`config.mk`:
```
export PLATFORM = sky130hd
export DESIGN_NAME = pfs_stage
export DESIGN_NICKNAME = d
export VERILOG_FILES = /design/src/rtl/core/pfs_pkg.sv /design/src/rtl/core/pfs_stage.sv
export SDC_FILE = /design/constraint.sdc
export NUM_CORES = 1
export LEC_CHECK = 0
export ABC_AREA = 1
export BUFFER_PORTS_ARGS = -buffer_cell sky130_fd_sc_hd__buf_4
export CAP_MARGIN = 40
export CORE_ASPECT_RATIO = 2
export CORE_UTILIZATION = 50
export CTS_CLUSTER_SIZE = 40
export DETAILED_ROUTE_END_ITERATION = 7
export HOLD_SLACK_MARGIN = 0.08
export PLACE_DENSITY_LB_ADDON = 0.12
export SLEW_MARGIN = 40
export SYNTH_ARGS = -nofsm -noshare
export SYNTH_HDL_FRONTEND = slang
export SYNTH_SLANG_ARGS = --single-unit
```
`constraint.sdc`:
```
create_clock -name clk -period 0.8 [get_ports clk]
set_input_delay 0.2 -clock clk [delete_from_list [all_inputs] [get_ports clk]]
set_output_delay 0.2 -clock clk [all_outputs]
set_load 0.02 [all_outputs]
```
`src/rtl/core/pfs_pkg.sv`:
```
// Shared types, widths and constants for the polar follow speed block.
`default_nettype none

package pfs_pkg;

    localparam int XY_W       = 27;
    localparam int Z_W        = 20;
    localparam int SQ_W       = 32;
    localparam int REM_W      = 18;
    localparam int ROOT_W     = 16;
    localparam int GAIN_W     = 12;
    localparam int SQRT_STEPS = 16;

    localparam logic signed [Z_W-1:0] HALF_PI_Q16 = 20'sd102944;

    localparam logic REG_LINEAR_GAIN  = 1'b0;
    localparam logic REG_ANGULAR_GAIN = 1'b1;

    localparam logic [GAIN_W-1:0] LINEAR_GAIN_RESET  = 12'd128;
    localparam logic [GAIN_W-1:0] ANGULAR_GAIN_RESET = 12'd1024;

    typedef struct packed {
        logic                     zero;
        logic signed [XY_W-1:0]   x;
        logic signed [XY_W-1:0]   y;
        logic signed [Z_W-1:0]    z;
        logic [SQ_W-1:0]          s;
        logic [REM_W-1:0]         r;
        logic [ROOT_W-1:0]        q;
    } lane_t;

    function automatic logic [16:0] atan_q16(input logic [4:0] i);
        logic [16:0] a;
        case (i)
            5'd0:    a = 17'd51472;
            5'd1:    a = 17'd30386;
            5'd2:    a = 17'd16055;
            5'd3:    a = 17'd8150;
            5'd4:    a = 17'd4091;
            5'd5:    a = 17'd2047;
            5'd6:    a = 17'd1024;
            5'd7:    a = 17'd512;
            5'd8:    a = 17'd256;
            5'd9:    a = 17'd128;
            5'd10:   a = 17'd64;
            5'd11:   a = 17'd32;
            5'd12:   a = 17'd16;
            5'd13:   a = 17'd8;
            5'd14:   a = 17'd4;
            5'd15:   a = 17'd2;
            5'd16:   a = 17'd1;
            default: a = 17'd0;
        endcase
        return a;
    endfunction

endpackage

`default_nettype wire

```
`src/rtl/core/pfs_stage.sv`:
```
// One pipeline stage: an optional CORDIC micro-rotation and an optional square-root digit.
`default_nettype none

module pfs_stage #(
    parameter int ITER      = 0,
    parameter bit DO_CORDIC = 1'b1,
    parameter bit DO_SQRT   = 1'b1
) (
    input  wire logic           clk,
    input  wire logic           rst_n,
    input  wire logic           en,
    input  wire logic           valid_in,
    input  wire pfs_pkg::lane_t lane_in,
    output logic                valid_out,
    output pfs_pkg::lane_t      lane_out
);

    logic                                   valid_reg;
    pfs_pkg::lane_t                         lane_reg;
    pfs_pkg::lane_t                         lane_next;
    logic signed [pfs_pkg::XY_W-1:0]        xs;
    logic signed [pfs_pkg::XY_W-1:0]        ys;
    logic signed [pfs_pkg::Z_W-1:0]         a;
    logic [pfs_pkg::REM_W+1:0]              r_sh;
    logic [pfs_pkg::REM_W+1:0]              trial;

    always_comb
    begin
        lane_next = lane_in;
        xs        = lane_in.x >>> ITER;
        ys        = lane_in.y >>> ITER;
        a         = pfs_pkg::Z_W'(signed'({1'b0, pfs_pkg::atan_q16(5'(ITER))}));
        r_sh      = {lane_in.r, lane_in.s[pfs_pkg::SQ_W-1 -: 2]};
        trial     = (pfs_pkg::REM_W + 2)'({lane_in.q, 2'b01});
        if (DO_CORDIC)
        begin
            if (!lane_in.y[pfs_pkg::XY_W-1])
            begin
                lane_next.x = lane_in.x + ys;
                lane_next.y = lane_in.y - xs;
                lane_next.z = lane_in.z + a;
            end
            else
            begin
                lane_next.x = lane_in.x - ys;
                lane_next.y = lane_in.y + xs;
                lane_next.z = lane_in.z - a;
            end
        end
        if (DO_SQRT)
        begin
            lane_next.s = {lane_in.s[pfs_pkg::SQ_W-3:0], 2'b00};
            if (r_sh >= trial)
            begin
                lane_next.r = pfs_pkg::REM_W'(r_sh - trial);
                lane_next.q = {lane_in.q[pfs_pkg::ROOT_W-2:0], 1'b1};
            end
            else
            begin
                lane_next.r = pfs_pkg::REM_W'(r_sh);
                lane_next.q = {lane_in.q[pfs_pkg::ROOT_W-2:0], 1'b0};
            end
        end
    end

    always_ff @(posedge clk or negedge rst_n)
    begin
        if (!rst_n)
        begin
            valid_reg <= 1'b0;
        end
        else if (en)
        begin
            valid_reg <= valid_in;
        end
    end

    always_ff @(posedge clk)
    begin
        if (en)
        begin
            lane_reg <= lane_next;
        end
    end

    assign valid_out = valid_reg;
    assign lane_out  = lane_reg;

endmodule

`default_nettype wire

```
==> summary.txt, run 1 <==
Global routing
  • First-pass GRT wire length: 141000 um
  • Number of global-route vias before repair: 20848
  • Largest net degree at the start of global routing: 54
  • Total grt overflow: 224
  • GR Util All Layers: 74.3%

Place
  • Gpl congestion: 1.05
  • HPWL Detailed: around 40000 um
  • PortBufs: roughly 280

Yosys
  • YS warnings: 0
  • Top FF cell, synth: edfxtp_1
  • Synth async-reset ratio: less than 1%
  • Seq/Total Area, Yosys: 33.9%
  • EDFF count, synth: 138
  • Yosys top cell area share: 33.7%
  • Cell Area, Synth: ~12000 um2
  • Most frequent cell after synthesis: nand2_1
  • Syn avg cell area: 7.21 um2
  • Leading area contributor after synthesis: edfxtp_1
  • Commonest cells post-synth: 530 x nand2_1, 284 x inv_1, 138 x edfxtp_1
  • Unique cell type count in the Yosys netlist: between 40 and 50
  • Main area contributors after synthesis: edfxtp_1 34%, nand2_1 16%, ha_1 12%, inv_1 8.7%, nand3_1 5.6%
  • Seq cells post-synth: 139
  • Post-Syn Instances: 1707

CTS
  • Number of buffers created by CTS: 17
  • Root Driver: clkbuf_16
  • CTS sink cnt: ~140
  • H-tree levels: 4
  • Maximum clock insertion buffer count: 2

Run status
  • Status: stopped before the end
  • Failing step: global routing (5_1_grt)
  • Err: [ERROR GRT-0116] Global routing finished with congestion. Check the congestion regions in the DRC Viewer.

Floorplan
  • Top Ports: around 290
  • Rows: 80
  • Starting Density: about half
  • Die Ht: roughly 220 um
  • Die W: 113 um
==> metrics by stage <==
stage	instances	setup WS (ns)	instance area (um2)	setup TNS [ns]
2_1_floorplan	1708	-0.855	13900	-63.50
4_1_cts	2658	-0.716	21900	-104.74
3_5_place_dp	2516	-1.50	18200	-114.44
3_3_place_gp	2516	-1.55	18200	-112.41
==> layer usage <==
layer / overflow / track usage [%]
met1: 1 / 72.3
met2: 144 / 96.5
met3: 5 / 53.7
met4: 74 / 77.4
met5: 0 / 11.5
==> repair_timing <==
item                                   CTS
pin swaps                              166
setup endpoints to repair              225
hold buffers                            64
endpoints found under the hold margin   71
gates cloned                             1
resized for setup                      548
setup buffers                           46
==> kinds of logic after synthesis <==
| logic type | share of synthesized area [%] |
|---|---|
| AND/OR/NAND/NOR | 29.2 |
| buffers and inverters | 11.1 |
| AO/OA/AOI/OAI | 10.0 |
| flip-flops | 33.9 |
| adder cells (fa/ha/maj) | 12.7 |
| XOR/XNOR | 2.84 |
| multiplexers | 0.173 |
| other | 0.0305 |
==> run 2, diff against run 1 <==
--- a/config.mk
+++ b/config.mk
@@ -8,12 +8,9 @@
 export ABC_AREA = 1
 export BUFFER_PORTS_ARGS = -buffer_cell sky130_fd_sc_hd__buf_4
 export CAP_MARGIN = 40
-export CORE_ASPECT_RATIO = 2
-export CORE_UTILIZATION = 50
-export CTS_CLUSTER_SIZE = 40
+export CORE_UTILIZATION = 40
 export DETAILED_ROUTE_END_ITERATION = 7
-export HOLD_SLACK_MARGIN = 0.08
-export PLACE_DENSITY_LB_ADDON = 0.12
+export PLACE_DENSITY_LB_ADDON = 0.15
 export SLEW_MARGIN = 40
 export SYNTH_ARGS = -nofsm -noshare
 export SYNTH_HDL_FRONTEND = slang
==> constraint.sdc (replaced) <==
create_clock -name clk -period 1 [get_ports clk]
set_input_delay 0.25 -clock clk [delete_from_list [all_inputs] [get_ports clk]]
set_output_delay 0.25 -clock clk [all_outputs]
set_load 0.02 [all_outputs]
==> run 2 against run 1 <==
The flow now finishes, with violations (setup timing). Synthesized cell count unchanged. Synthesized area unchanged.
==> summary.txt, run 2 <==
Run status
  • Status: finished, violations left
  • Violated checks: setup timing

Power and ir drop
  • Comb pwr share: a little under half
  • Reg power frac: approximately 28%
  • Sw frac: 38.2%
  • Psw: around 10 mW
  • Max IR drop VDD: 1.17 mV
  • Internal Dissipation: 17.0 mW
  • Overall Power: 27.5 mW
  • Leakage power: around 11 nW
  • PwrDens: about 1200 nW/um2
  • Clk pwr share: between 20% and 30%

Worst hold path
  • Hold WC Path Type: in2reg

CTS
  • Clk slew on worst S/H paths: 0.07 ns
  • Clk_lat worst skew: 0.43 ns
  • CTS tree: done
  • Number of buffers created by CTS: 17 (unchanged)
  • H-tree levels: 4 (unchanged)
  • Maximum clock insertion buffer count: 2 (unchanged)
  • Root Driver: clkbuf_16
  • CTS sink cnt: 139 (unchanged)

Yosys
  • Most frequent cell after synthesis: nand2_1
  • Seq/Total Area, Yosys: 33.9% (unchanged)
  • Post-Syn Instances: 1707 (unchanged)
  • Seq cells post-synth: 139 (unchanged)
  • Synth async-reset ratio: 0.719% (unchanged)
  • Leading area contributor after synthesis: edfxtp_1
  • YS warnings: 0 (unchanged)
  • Syn avg cell area: 7.21 um2 (unchanged)
  • Main area contributors after synthesis: edfxtp_1 34%, nand2_1 16%, ha_1 12%, inv_1 8.7%, nand3_1 5.6%
  • Yosys top cell area share: 33.7% (unchanged)
  • EDFF count, synth: 138 (unchanged)
  • Top FF cell, synth: edfxtp_1
  • Cell Area, Synth: 12300 um2 (unchanged)
  • Unique cell type count in the Yosys netlist: 48 (unchanged)
  • Commonest cells post-synth: 530 x nand2_1, 284 x inv_1, 138 x edfxtp_1

Place
  • PortBufs: 284 (unchanged)
  • HPWL Detailed: 38200 um (-5.5%)
  • Place WS: -1.14 ns (+0.361 ns)
  • Gpl congestion: 0.989 (-6.2%)
  • Placed instance area: 18200 um2 (about the same)

Setup path
  • Critical-path maximum fanout: 7
  • Worst setup endpoint: lane_out[104]$_DFFE_PP_
  • Reg2reg path depth: 1
  • R2r setup slk: 0.19 ns
  • Element type at the critical path start: input port
  • Crit-path slowest cell: ha_4
  • Critical Path Sink Type: flip-flop
  • Critical Path Start: lane_in[90]
  • WP buf/inv: 3
  • Critical R2R Launch: valid_out$_DFFE_PN0P_
  • CP cell instances: buf_8 > inv_12 > ha_4 > buf_12 > nor2_4 > nand2_1 > nand3b_1 > nand3_4 > nand3_4 > nand2_2 > nand2_2 > nand3_1 > nand2_1
  • CP Class: in2reg
  • CP Depth: 13
  • Top delay family on crit path: simple AND/OR/NAND/NOR gates
  • Slowest Stage Delay on Critical Path: 0.31 ns
  • CP required: 1.19 ns
  • Reg2reg end: valid_out$_DFFE_PN0P_
  • Worst EP arrival: 1.82 ns

Cells and area
  • Final #Nets: 2625
  • Layout cells sized above 1: 54.9%
  • Leading cell type in the layout, fill and taps excluded: buf_4
  • Max reg flops: roughly 140
  • Layout area overhead: 85.3%
  • Post-route cell area: approximately 23000 um2
  • # diodes: 0
  • Commonest non-fill, non-tap cells in the layout: 371 x buf_4, 327 x nand2_1, 214 x buf_6

Global routing
  • GR Util met1: 39.0%
  • Met3 GRT Util: 4.65%
  • GRT busiest layer: met2
  • GR Util All Layers: 31.2%
  • First-pass GRT wire length: 75000 um
  • Number of global-route vias before repair: 14171
  • Largest net degree at the start of global routing: 50
  • Grt met2 use: 54.6%
  • Antenna violations before repair: 0
  • Total grt overflow: 0

Route
  • Post-route DRC: 0
  • Avg WL per Cell: between 15 and 20 um
  • DRT iter0 DRCs: 996
  • Via density: roughly 5.1
  • Drt pass-1 iters: 5
  • Post-Route WL: roughly 52000 um
  • Via count: 14201
  • Post-DRT Antenna Nets: 0

Floorplan
  • Starting Density: 41.1% (-10 points)
  • Rows: 63 (-21%)
  • Die Ht: 177 um (-21%)
  • Die ar.: 31500 um2
  • CORE AREA: between 20000 and 30000 um2
  • Top Ports: 287 (unchanged)
  • Die W: 177 um (+57%)

Timing
  • Final Cycle Share: 163%
  • Final hold slack: 0.0156 ns
  • Hold Vio Cnt, Final: 0
  • Post-Route Skew: 0 ns
  • Finish-stage setup viols: 224
  • Setup TNS Final: -71.13 ns
  • Fmax: 614 MHz
  • Fin worst setup slack: -0.629 ns
  • Fin crit period: 1.63 ns
  • Final Max Tran Viols: 0
  • RSZ-0062 raised after global routing: true

Run
  • Max-cap violations: 0
==> run 2: cell counts after synthesis <==
Identical to the previous run, type by type.
==> run 2: layout make-up <==
| cell class | instances | area [um2] |
|---|---|---|
| Tap cell | 390 | 488 |
| Clock inverter | 14 | 155 |
| Timing Repair Buffer | 668 | 6360 |
| Clock buffer | 18 | 429 |
| Multi-Input combinational cell | 1241 | 9930 |
| Timing Repair inverter | 1 | 11.3 |
| Inverter | 289 | 1280 |
| Fill cell | 2115 | 7140 |
| Sequential cell | 139 | 4170 |
==> run 2: stage by stage <==
step,cells,utilization [%]
3_3_place_gp,2608,60.8
6_report,2760,76.2
4_1_cts,2723,71.1
2_1_floorplan,1708,-
5_1_grt,2760,76.2
3_5_place_dp,2608,60.8
==> run 2: timing repair <==
action | in CTS | in global routing
buffers inserted | 41 | 39
hold buffers | 43 | 1
pin swaps | 146 | 202
gates resized for setup | 459 | 303
hold endpoints to repair | 43 | 1
gates cloned | 1 | 2
endpoints found under the setup margin | 224 | 224
==> run 2: worst min path at each step <==
stage / startpoint / endpoint / slack, ns / cells past startpoint
floorplan: rst_n / valid_out$_DFFE_PN0P_ / -0.05 / 0
global placement: rst_n / valid_out$_DFFE_PN0P_ / 0.02 / 1
detailed placement: rst_n / valid_out$_DFFE_PN0P_ / 0.03 / 1
CTS: lane_in[2] / lane_out[3]$_DFFE_PP_ / 0.004 / 1
global route: lane_in[10] / lane_out[11]$_DFFE_PP_ / 0.004 / 1
finish: lane_in[10] / lane_out[11]$_DFFE_PP_ / 0.02 / 1
==> run 2: per-layer routing <==
layer,vias to the layer above,wire length [um]
met5,-,0
met4,0,1620
met3,99,3200
met2,544,25800
met1,6717,21000
li1,6841,-
==> run 2: cell families (layout without fill, tap and decap cells) <==
logic type	count (synthesis)	after routing	share of synthesized area, %
multiplexers	2	2	0.173
AND/OR/NAND/NOR	852	853	29.2
flip-flops	139	139	33.9
AO/OA/AOI/OAI	222	222	10.0
XOR/XNOR	39	39	2.84
other	1	2	0.0305
buffers and inverters	329	990	11.1
adder cells (fa/ha/maj)	123	123	12.7
==> run 2: power by group through the flow <==
stage	logic, mW	registers, mW	clock network (mW)
after floorplan	4.84	8.56	0
after global placement	10.2	7.67	0
after detailed placement	10.3	7.69	0
after CTS	11.9	7.71	6.61
after global routing	14.0	7.77	6.87
final	13.2	7.72	6.60
(Power assumes the default switching activity.)
